### src/dcpt_pkg.sv
// Shared types and constants for the dataflow critical path tracker.
// No dependencies; imported by the top level.
`timescale 1ns / 1ps

package dcpt_pkg;

    localparam int OP_W       = 2;
    localparam int CODE_W     = 5;
    localparam int LAT_W      = 8;
    localparam int REG_W      = 5;
    localparam int INDEX_W    = 16;
    localparam int TIME_W     = 32;
    localparam int PROD_W     = 17;
    localparam int EXT_W      = 9;

    localparam int NUM_REGS_DEF    = 32;
    localparam int NUM_OPCODES_DEF = 32;

    localparam logic [TIME_W-1:0] TIME_MAX      = '1;
    localparam logic [PROD_W-1:0] PRODUCER_NONE = '1;

    typedef enum logic [OP_W-1:0] {
        OP_CLEAR = 2'd0,
        OP_LOAD  = 2'd1,
        OP_INSTR = 2'd2,
        OP_NONE  = 2'd3
    } op_t;

    typedef struct packed {
        logic [INDEX_W-1:0] index;
        logic [TIME_W-1:0]  finish;
    } writer_t;

endpackage

### src/dcpt_ram.sv
// Generic single-write, single-read synchronous RAM with registered read data.
// No dependencies.
`timescale 1ns / 1ps

module dcpt_ram #(
    parameter int WIDTH = 8,
    parameter int DEPTH = 32
) (
    input  logic                             clk,
    input  logic                             we,
    input  logic [$clog2(DEPTH)-1:0]         waddr,
    input  logic [WIDTH-1:0]                 wdata,
    input  logic [$clog2(DEPTH)-1:0]         raddr,
    output logic [WIDTH-1:0]                 rdata
);

    logic [WIDTH-1:0] mem [DEPTH];
    logic [WIDTH-1:0] rdata_reg;

    always_ff @(posedge clk)
    begin
        if (we)
        begin
            mem[waddr] <= wdata;
        end
        rdata_reg <= mem[raddr];
    end

    assign rdata = rdata_reg;

endmodule

### src/dataflow_critical_path_tracker.sv
// Top level of the dataflow critical path tracker: last-writer and latency tables in RAM.
// Depends on dcpt_pkg and dcpt_ram.
//
//   channel | signals                                              | direction
//   in      | in_valid, in_stall, op, opcode, latency_value,       | into block
//           | dest_reg, src_a_reg, src_b_reg                       |
//   out     | out_valid, out_stall, inst_index, start_depth,       | out of block
//           | src_a_producer, src_b_producer, program_depth        |
//
// One item per cycle while in_stall is low; an instruction's result passes the work stage, then the output register.
// Tables are read in the accept cycle; the following stage resolves, writes back and
// forwards the write of the previous cycle, so a dependent item may follow directly.
// Reset clears valid bits of both tables, the index and the program depth at once.
// in_stall rises only when the result register is stalled and the work stage is full.
`timescale 1ns / 1ps

module dataflow_critical_path_tracker #(
    parameter int NUM_REGS    = dcpt_pkg::NUM_REGS_DEF,
    parameter int NUM_OPCODES = dcpt_pkg::NUM_OPCODES_DEF
) (
    input  logic                                clk,
    input  logic                                rst_n,
    input  logic                                in_valid,
    output logic                                in_stall,
    input  logic [dcpt_pkg::OP_W-1:0]           op,
    input  logic [dcpt_pkg::CODE_W-1:0]         opcode,
    input  logic [dcpt_pkg::LAT_W-1:0]          latency_value,
    input  logic [dcpt_pkg::REG_W-1:0]          dest_reg,
    input  logic [dcpt_pkg::REG_W-1:0]          src_a_reg,
    input  logic [dcpt_pkg::REG_W-1:0]          src_b_reg,
    output logic                                out_valid,
    input  logic                                out_stall,
    output logic [dcpt_pkg::INDEX_W-1:0]        inst_index,
    output logic [dcpt_pkg::TIME_W-1:0]         start_depth,
    output logic signed [dcpt_pkg::PROD_W-1:0]  src_a_producer,
    output logic signed [dcpt_pkg::PROD_W-1:0]  src_b_producer,
    output logic [dcpt_pkg::TIME_W-1:0]         program_depth
);

    import dcpt_pkg::*;

    localparam int RIDX_W = $clog2(NUM_REGS);
    localparam int OIDX_W = $clog2(NUM_OPCODES);
    localparam int WR_W   = INDEX_W + TIME_W;

    // work stage
    logic                 s1_valid_reg;
    op_t                  s1_op_reg;
    logic [CODE_W-1:0]    s1_code_reg;
    logic [LAT_W-1:0]     s1_lat_in_reg;
    logic [REG_W-1:0]     s1_dest_reg;
    logic [REG_W-1:0]     s1_src_a_reg;
    logic [REG_W-1:0]     s1_src_b_reg;

    logic                 s1_fire;
    logic                 s1_hold;
    logic                 in_fire;

    // program state
    logic [NUM_REGS-1:0]    wvalid_reg;
    logic [NUM_OPCODES-1:0] lvalid_reg;
    logic [INDEX_W-1:0]     next_index_reg;
    logic [TIME_W-1:0]      max_finish_reg;

    // last-write forwarding
    logic                 wr_last_en_reg;
    logic [RIDX_W-1:0]    wr_last_addr_reg;
    writer_t              wr_last_data_reg;
    logic                 lat_last_en_reg;
    logic [OIDX_W-1:0]    lat_last_addr_reg;
    logic [LAT_W-1:0]     lat_last_data_reg;

    // output register
    logic                 out_valid_reg;
    logic [INDEX_W-1:0]   out_index_reg;
    logic [TIME_W-1:0]    out_start_reg;
    logic [PROD_W-1:0]    out_prod_a_reg;
    logic [PROD_W-1:0]    out_prod_b_reg;
    logic [TIME_W-1:0]    out_depth_reg;

    // RAM ports
    logic [RIDX_W-1:0]    ra_addr;
    logic [RIDX_W-1:0]    rb_addr;
    logic [OIDX_W-1:0]    rl_addr;
    logic [WR_W-1:0]      ra_data;
    logic [WR_W-1:0]      rb_data;
    logic [LAT_W-1:0]     rl_data;
    logic                 wr_we;
    logic                 lat_we;
    writer_t              wr_wdata;

    // resolve
    logic [EXT_W-1:0]     a_ext;
    logic [EXT_W-1:0]     b_ext;
    logic [EXT_W-1:0]     d_ext;
    logic [EXT_W-1:0]     c_ext;
    logic                 a_ok;
    logic                 b_ok;
    logic                 d_ok;
    logic                 c_ok;
    logic [RIDX_W-1:0]    a_addr;
    logic [RIDX_W-1:0]    b_addr;
    logic [RIDX_W-1:0]    d_addr;
    logic [OIDX_W-1:0]    c_addr;
    logic                 a_has;
    logic                 b_has;
    writer_t              a_w;
    writer_t              b_w;
    logic [TIME_W-1:0]    fin_a;
    logic [TIME_W-1:0]    fin_b;
    logic [TIME_W-1:0]    start_next;
    logic [LAT_W-1:0]     lat;
    logic [TIME_W:0]      sum;
    logic [TIME_W-1:0]    finish;
    logic [TIME_W-1:0]    max_finish_next;
    logic [PROD_W-1:0]    prod_a;
    logic [PROD_W-1:0]    prod_b;

    logic [EXT_W-1:0]     in_a_ext;
    logic [EXT_W-1:0]     in_b_ext;
    logic [EXT_W-1:0]     in_c_ext;

    assign in_fire  = in_valid && !in_stall;
    assign s1_fire  = s1_valid_reg && !(out_valid_reg && out_stall);
    assign s1_hold  = s1_valid_reg && !s1_fire;
    assign in_stall = s1_hold;

    // read addresses: re-read the held item while stalled
    assign in_a_ext = {{(EXT_W-REG_W){1'b0}}, src_a_reg};
    assign in_b_ext = {{(EXT_W-REG_W){1'b0}}, src_b_reg};
    assign in_c_ext = {{(EXT_W-CODE_W){1'b0}}, opcode};

    assign a_ext = {{(EXT_W-REG_W){1'b0}}, s1_src_a_reg};
    assign b_ext = {{(EXT_W-REG_W){1'b0}}, s1_src_b_reg};
    assign d_ext = {{(EXT_W-REG_W){1'b0}}, s1_dest_reg};
    assign c_ext = {{(EXT_W-CODE_W){1'b0}}, s1_code_reg};

    assign a_addr = a_ext[RIDX_W-1:0];
    assign b_addr = b_ext[RIDX_W-1:0];
    assign d_addr = d_ext[RIDX_W-1:0];
    assign c_addr = c_ext[OIDX_W-1:0];

    assign a_ok = a_ext < EXT_W'(NUM_REGS);
    assign b_ok = b_ext < EXT_W'(NUM_REGS);
    assign d_ok = d_ext < EXT_W'(NUM_REGS);
    assign c_ok = c_ext < EXT_W'(NUM_OPCODES);

    assign ra_addr = s1_hold ? a_addr : in_a_ext[RIDX_W-1:0];
    assign rb_addr = s1_hold ? b_addr : in_b_ext[RIDX_W-1:0];
    assign rl_addr = s1_hold ? c_addr : in_c_ext[OIDX_W-1:0];

    dcpt_ram #(.WIDTH(WR_W), .DEPTH(NUM_REGS)) u_writer_a (
        .clk   (clk),
        .we    (wr_we),
        .waddr (d_addr),
        .wdata (wr_wdata),
        .raddr (ra_addr),
        .rdata (ra_data)
    );

    dcpt_ram #(.WIDTH(WR_W), .DEPTH(NUM_REGS)) u_writer_b (
        .clk   (clk),
        .we    (wr_we),
        .waddr (d_addr),
        .wdata (wr_wdata),
        .raddr (rb_addr),
        .rdata (rb_data)
    );

    dcpt_ram #(.WIDTH(LAT_W), .DEPTH(NUM_OPCODES)) u_latency (
        .clk   (clk),
        .we    (lat_we),
        .waddr (c_addr),
        .wdata (s1_lat_in_reg),
        .raddr (rl_addr),
        .rdata (rl_data)
    );

    always_comb
    begin
        a_has = a_ok && wvalid_reg[a_addr];
        b_has = b_ok && wvalid_reg[b_addr];
        a_w   = (wr_last_en_reg && wr_last_addr_reg == a_addr) ? wr_last_data_reg
                                                               : writer_t'(ra_data);
        b_w   = (wr_last_en_reg && wr_last_addr_reg == b_addr) ? wr_last_data_reg
                                                               : writer_t'(rb_data);
        fin_a = a_has ? a_w.finish : '0;
        fin_b = b_has ? b_w.finish : '0;
        start_next = (fin_a > fin_b) ? fin_a : fin_b;
        prod_a = a_has ? {1'b0, a_w.index} : PRODUCER_NONE;
        prod_b = b_has ? {1'b0, b_w.index} : PRODUCER_NONE;

        lat = '0;
        if (c_ok && lvalid_reg[c_addr])
        begin
            lat = (lat_last_en_reg && lat_last_addr_reg == c_addr) ? lat_last_data_reg
                                                                   : rl_data;
        end
        sum    = {1'b0, start_next} + {{(TIME_W+1-LAT_W){1'b0}}, lat};
        finish = sum[TIME_W] ? TIME_MAX : sum[TIME_W-1:0];
        max_finish_next = (finish > max_finish_reg) ? finish : max_finish_reg;

        wr_we  = s1_fire && s1_op_reg == OP_INSTR && d_ok;
        lat_we = s1_fire && s1_op_reg == OP_LOAD && c_ok;
        wr_wdata.index  = next_index_reg;
        wr_wdata.finish = finish;
    end

    always_ff @(posedge clk or negedge rst_n)
    begin
        if (!rst_n)
        begin
            s1_valid_reg    <= 1'b0;
            out_valid_reg   <= 1'b0;
            wvalid_reg      <= '0;
            lvalid_reg      <= '0;
            next_index_reg  <= '0;
            max_finish_reg  <= '0;
            wr_last_en_reg  <= 1'b0;
            lat_last_en_reg <= 1'b0;
        end
        else
        begin
            if (in_fire)
            begin
                s1_valid_reg <= 1'b1;
            end
            else if (s1_fire)
            begin
                s1_valid_reg <= 1'b0;
            end

            wr_last_en_reg  <= wr_we;
            lat_last_en_reg <= lat_we;

            if (!out_stall)
            begin
                out_valid_reg <= 1'b0;
            end

            if (s1_fire)
            begin
                case (s1_op_reg)
                    OP_CLEAR:
                    begin
                        wvalid_reg     <= '0;
                        next_index_reg <= '0;
                        max_finish_reg <= '0;
                    end
                    OP_LOAD:
                    begin
                        if (c_ok)
                        begin
                            lvalid_reg[c_addr] <= 1'b1;
                        end
                    end
                    OP_INSTR:
                    begin
                        if (d_ok)
                        begin
                            wvalid_reg[d_addr] <= 1'b1;
                        end
                        next_index_reg <= next_index_reg + INDEX_W'(1);
                        max_finish_reg <= max_finish_next;
                        out_valid_reg  <= 1'b1;
                    end
                    default:
                    begin
                    end
                endcase
            end
        end
    end

    // payload: no reset
    always_ff @(posedge clk)
    begin
        if (in_fire)
        begin
            s1_op_reg     <= op_t'(op);
            s1_code_reg   <= opcode;
            s1_lat_in_reg <= latency_value;
            s1_dest_reg   <= dest_reg;
            s1_src_a_reg  <= src_a_reg;
            s1_src_b_reg  <= src_b_reg;
        end

        wr_last_addr_reg  <= d_addr;
        wr_last_data_reg  <= wr_wdata;
        lat_last_addr_reg <= c_addr;
        lat_last_data_reg <= s1_lat_in_reg;

        if (s1_fire && s1_op_reg == OP_INSTR)
        begin
            out_index_reg  <= next_index_reg;
            out_start_reg  <= start_next;
            out_prod_a_reg <= prod_a;
            out_prod_b_reg <= prod_b;
            out_depth_reg  <= max_finish_next;
        end
    end

    assign out_valid      = out_valid_reg;
    assign inst_index     = out_index_reg;
    assign start_depth    = out_start_reg;
    assign src_a_producer = out_prod_a_reg;
    assign src_b_producer = out_prod_b_reg;
    assign program_depth  = out_depth_reg;

    a_depth_order: assert property (@(posedge clk) disable iff (!rst_n)
        out_valid_reg |-> out_depth_reg >= out_start_reg)
        else $error("program depth below start depth");

    a_clear_state: assert property (@(posedge clk) disable iff (!rst_n)
        (s1_fire && s1_op_reg == OP_CLEAR) |=>
            (next_index_reg == '0 && max_finish_reg == '0 && wvalid_reg == '0))
        else $error("new program did not clear state");

    a_instr_result: assert property (@(posedge clk) disable iff (!rst_n)
        (s1_fire && s1_op_reg == OP_INSTR) |=> out_valid_reg)
        else $error("instruction result missing");

    a_stall_full: assert property (@(posedge clk) disable iff (!rst_n)
        in_stall |-> (out_valid_reg && s1_valid_reg))
        else $error("input stalled with free stage");

endmodule

### config.mk
export PLATFORM = sky130hd
export DESIGN_NAME = dataflow_critical_path_tracker
export DESIGN_NICKNAME = d
export VERILOG_FILES = /design/src/dcpt_pkg.sv /design/src/dcpt_ram.sv /design/src/dataflow_critical_path_tracker.sv
export SDC_FILE = /design/constraint.sdc
export NUM_CORES = 2
export LEC_CHECK = 0
export BUFFER_PORTS_ARGS = -buffer_cell sky130_fd_sc_hd__buf_2
export CAP_MARGIN = 5
export CORE_ASPECT_RATIO = 0.9
export CORE_MARGIN = 3
export CORE_UTILIZATION = 42
export CTS_BUF_LIST = sky130_fd_sc_hd__clkbuf_16
export DETAILED_ROUTE_END_ITERATION = 12
export PLACE_DENSITY = 0.56
export SYNTH_ARGS = -nofsm -noshare
export SYNTH_HDL_FRONTEND = slang
export SYNTH_SLANG_ARGS = --single-unit
### constraint.sdc
create_clock -name clk -period 11.7 [get_ports clk]
set_input_delay 0.585 -clock clk [delete_from_list [all_inputs] [get_ports clk]]
set_output_delay 0.585 -clock clk [all_outputs]
set_load 0.1 [all_outputs]
==> flow_metrics.py <==
metrics = {
    "run_status": {
        "status": "finished, final reports clean",
    },
    "timing": {
        "period_share_pct": 92.1,
        "hold_slack_ns": 0.0636,
        "finalWorstSetupSlack_ns": 0.920,
        "slew_violations": 0,
        "max_freq_mhz": 92.8,
        "slew_headroom_pct": 14.2,
        "post-route-min-period_ns": 10.78,
        "hold_violations": 0,
        "rsz0062_at_grt": "no",
        "worst_pin_slew_ns": 1.29,
        "setup_viol": 0,
        "fin_setup_tns_ns": 0,
        "clock_skew_ns": 0.0462,
    },
    "drt": {
        "drc": 0,
        "vias": 60172,
        "drt-total-wl_um": 308000,
        "drt_iter0_drc": 6777,
        "via_per_inst": 6.09,
        "postRouteAntennaNets": 0,
        "wire_per_inst_um": 31.2,
        "drt-pass1-iter-count": 6,
    },
    "worst_setup_path": {
        "path_buf_inv": 7,
        "worstPathMaxFanout": 34,
        "crit_family": "simple AND/OR/NAND/NOR gates",
        "critPathKind": "reg -> reg",
        "startpoint_type": "register",
        "arrival_ns": 11.50,
        "crit_path_max_incr_delay_ns": 0.60,
        "end_kind": "register",
        "cp_data_required_time_ns": 12.42,
        "slowest_stage": "and3_2",
        "cp_common_cell": "buf_4",
    },
    "placement": {
        "port_buffers": 149,
        "dp_cells": 9391,
        "gp_congestion": 0.875,
        "dp_slack_ns": 0.402,
        "hpwl_um": 168000,
    },
    "cells_and_area": {
        "utilization_pct": 48.0,
        "drive_gt1_share_pct": 24.2,
        "final_cell_count_no_fill": 9875,
        "regMostFlops": "u_writer_b.mem",
        "reg_top3": "u_writer_b.mem: 912 flops, u_writer_a.mem: 624 flops, u_latency.mem: 256 flops",
        "largest_reg_flops": 912,
        "areaGrowthSynthToFinish_pct": 12.9,
        "fill_cells": 19836,
        "fin_nets": 6625,
    },
    "clock_network": {
        "cts-root-buf": "clkbuf_16",
        "cts.path.max_buffers": 3,
        "cts_buffers": 228,
        "cts_sinks": 2222,
        "tritoncts": "built",
        "worstSkewPairLatency_ns": 0.88,
        "h-tree-depth": 4,
        "cts.reportedPaths.clkPinSlew_ns": 0.06,
    },
    "yosys": {
        "postSynthNetCount": 6460,
        "synth_top_area_share_pct": 58.5,
        "ys_warn_count": 0,
        "synthArstFlopShare_pct": 5.22,
        "synthCells": 6352,
        "netlist_area_um2": 99300,
        "synth_area_per_cell_um2": 15.6,
        "ys_seq_elements": 2222,
        "yosys-top-cells-area": "edfxtp_1 59%, mux4_2 19%, nand2_1 4.6%, dfxtp_1 3.4%, dfrtp_1 2.9%",
        "synth_edf_count": 1936,
        "yosysTopAreaCell": "edfxtp_1",
        "yosys-top-cells-count": "1936 x edfxtp_1, 1220 x nand2_1, 840 x mux4_2, 573 x nand3_1, 255 x clkbuf_1",
        "synthFlopType": "edfxtp_1",
        "synth_cell_type_count": 75,
        "seq_area_frac_synth_pct": 64.9,
        "synth_most_common_cell": "edfxtp_1",
    },
    "floorplanning": {
        "die_h_um": 467,
        "die-area_um2": 242000,
        "rows": 168,
        "start_util_pct": 42.5,
        "die_x_um": 519,
        "core_area_um2": 234000,
        "ioPinCount": 150,
    },
    "global_routing": {
        "grt_pass1_wl_um": 440000,
        "grt_usage_pct": 25.2,
        "grt_max_degree": 114,
        "grt_pass1_vias": 60760,
        "antenna_found_initial": 15,
        "overflow": 0,
    },
    "flow_run": {
        "drv_cap": 0,
    },
    "power": {
        "ir_worst_vdd_v": 0.000147,
        "p_per_area_nw_per_um2": 174,
        "p_leak_nw": 38.9,
    },
    "worst_hold_path": {
        "min_path_type": "in -> reg",
    },
}
==> per-stage QoR <==
stage | power [mW] | cell area (µm²)
after floorplan | 11.4 | 99300
after global placement | 12.5 | 104000
after detailed placement | 12.5 | 104000
after CTS | 19.6 | 112000
after global routing | 20.2 | 112000
final | 19.5 | 112000
==> layout make-up <==
type | count | area, µm² | share of cell area, %
diodes | 7 | 17.5 | 0.0156
clock buffers | 232 | 5810 | 5.17
clock inverters | 204 | 1670 | 1.49
inverters | 80 | 305 | 0.272
multi-input cells | 3630 | 33500 | 29.8
flip-flops and latches | 2222 | 64400 | 57.4
well taps | 3145 | 3940 | 3.51
repair buffers | 355 | 2540 | 2.26
==> report_power, final <==
part	internal, mW	switching [mW]
Sequential	9.18	0.200
Combinational	0.897	2.06
Clock	4.01	3.18
==> worst register-to-register path, delay by kind of cell, from the launching register on <==
family	cells	cell delay, ns
AOI/OAI and AO/OA	12	2.80
xor gates and xnor gates	2	0.56
adders and majority gates	3	1.07
buffers and inverters	7	1.67
DFF	1	0.35
and+or+nand+nor	16	4.18
==> worst paths after layout <==
| check | endpoint | slack [ns] | start | cells after the start |
|---|---|---|---|---|
| max | max_finish_reg[27] | 0.92 | b_addr[0] | 40 |
| min | a_addr[0] | 0.06 | src_a_reg[0] | 1 |
| max reg2reg | max_finish_reg[27] | 0.92 | b_addr[0] | 40 |
| min reg2reg | lvalid_reg[29] | 0.46 | lvalid_reg[29] | 1 |
| max in group asynchronous | next_index_reg[4] | 10.08 | rst_n | 3 |
| min in group asynchronous | max_finish_reg[18] | 0.32 | rst_n | 2 |
==> what timing repair did <==
| action | CTS | global route |
|---|---|---|
| buffers inserted | 0 | 10 |
| endpoints found under the hold margin | 92 | 1 |
| gates resized for setup | 0 | 2 |
| endpoints found under the setup margin | 0 | 42 |
| hold buffers | 30 | 1 |
==> layer usage <==
layer  vias up  share of wire, %  global-route usage (%)  wire, µm
li1      25064                 -                       -         -
met1     31754                40                    34.7    125000
met2      2724                48                    40.8    148000
met3       626               7.9                    4.30     24200
met4         4               3.8                    8.68     11700
met5         -            0.0078                       0        24
==> placed cells by master, fill, tap and decap left out, types with 9 or more instances in the layout <==
master         instances
buf_12                13
mux2i_4               12
nand2_1             1219
dfxtp_1              170
o211ai_1              20
nand2b_1              12
clkinv_16             10
nand3b_1              22
xnor2_1               28
mux2_2                13
a21oi_1              102
a211oi_1               9
clkbuf_16            232
nand4_1               24
clkinv_1              60
nor2_1               194
dlygate4sd3_1         31
mux2i_1               63
mux4_2               840
a22o_1                 9
nand3_1              572
bufinv_16             18
or2_2                 39
a21o_1                27
o21ai_0              146
inv_1                124
edfxtp_1            1936
nor2b_1               13
buf_2                148
nor3_1                11
and3_1                 9
dfrtp_1              116
nor2_4                34
buf_4                162
clkinv_2              57
ha_1                  73
o21ai_1               16
xor2_1                20
==> cells by family after synthesis <==
kind of cell,after synthesis,share of synthesized area (%)
mux,937,20.1
fa+ha+maj,74,0.940
buf+inv,500,1.94
flops,2222,64.9
compound gates,381,2.27
xor+xnor,48,0.423
simple gates,2190,9.50
(Power assumes the default switching activity.)
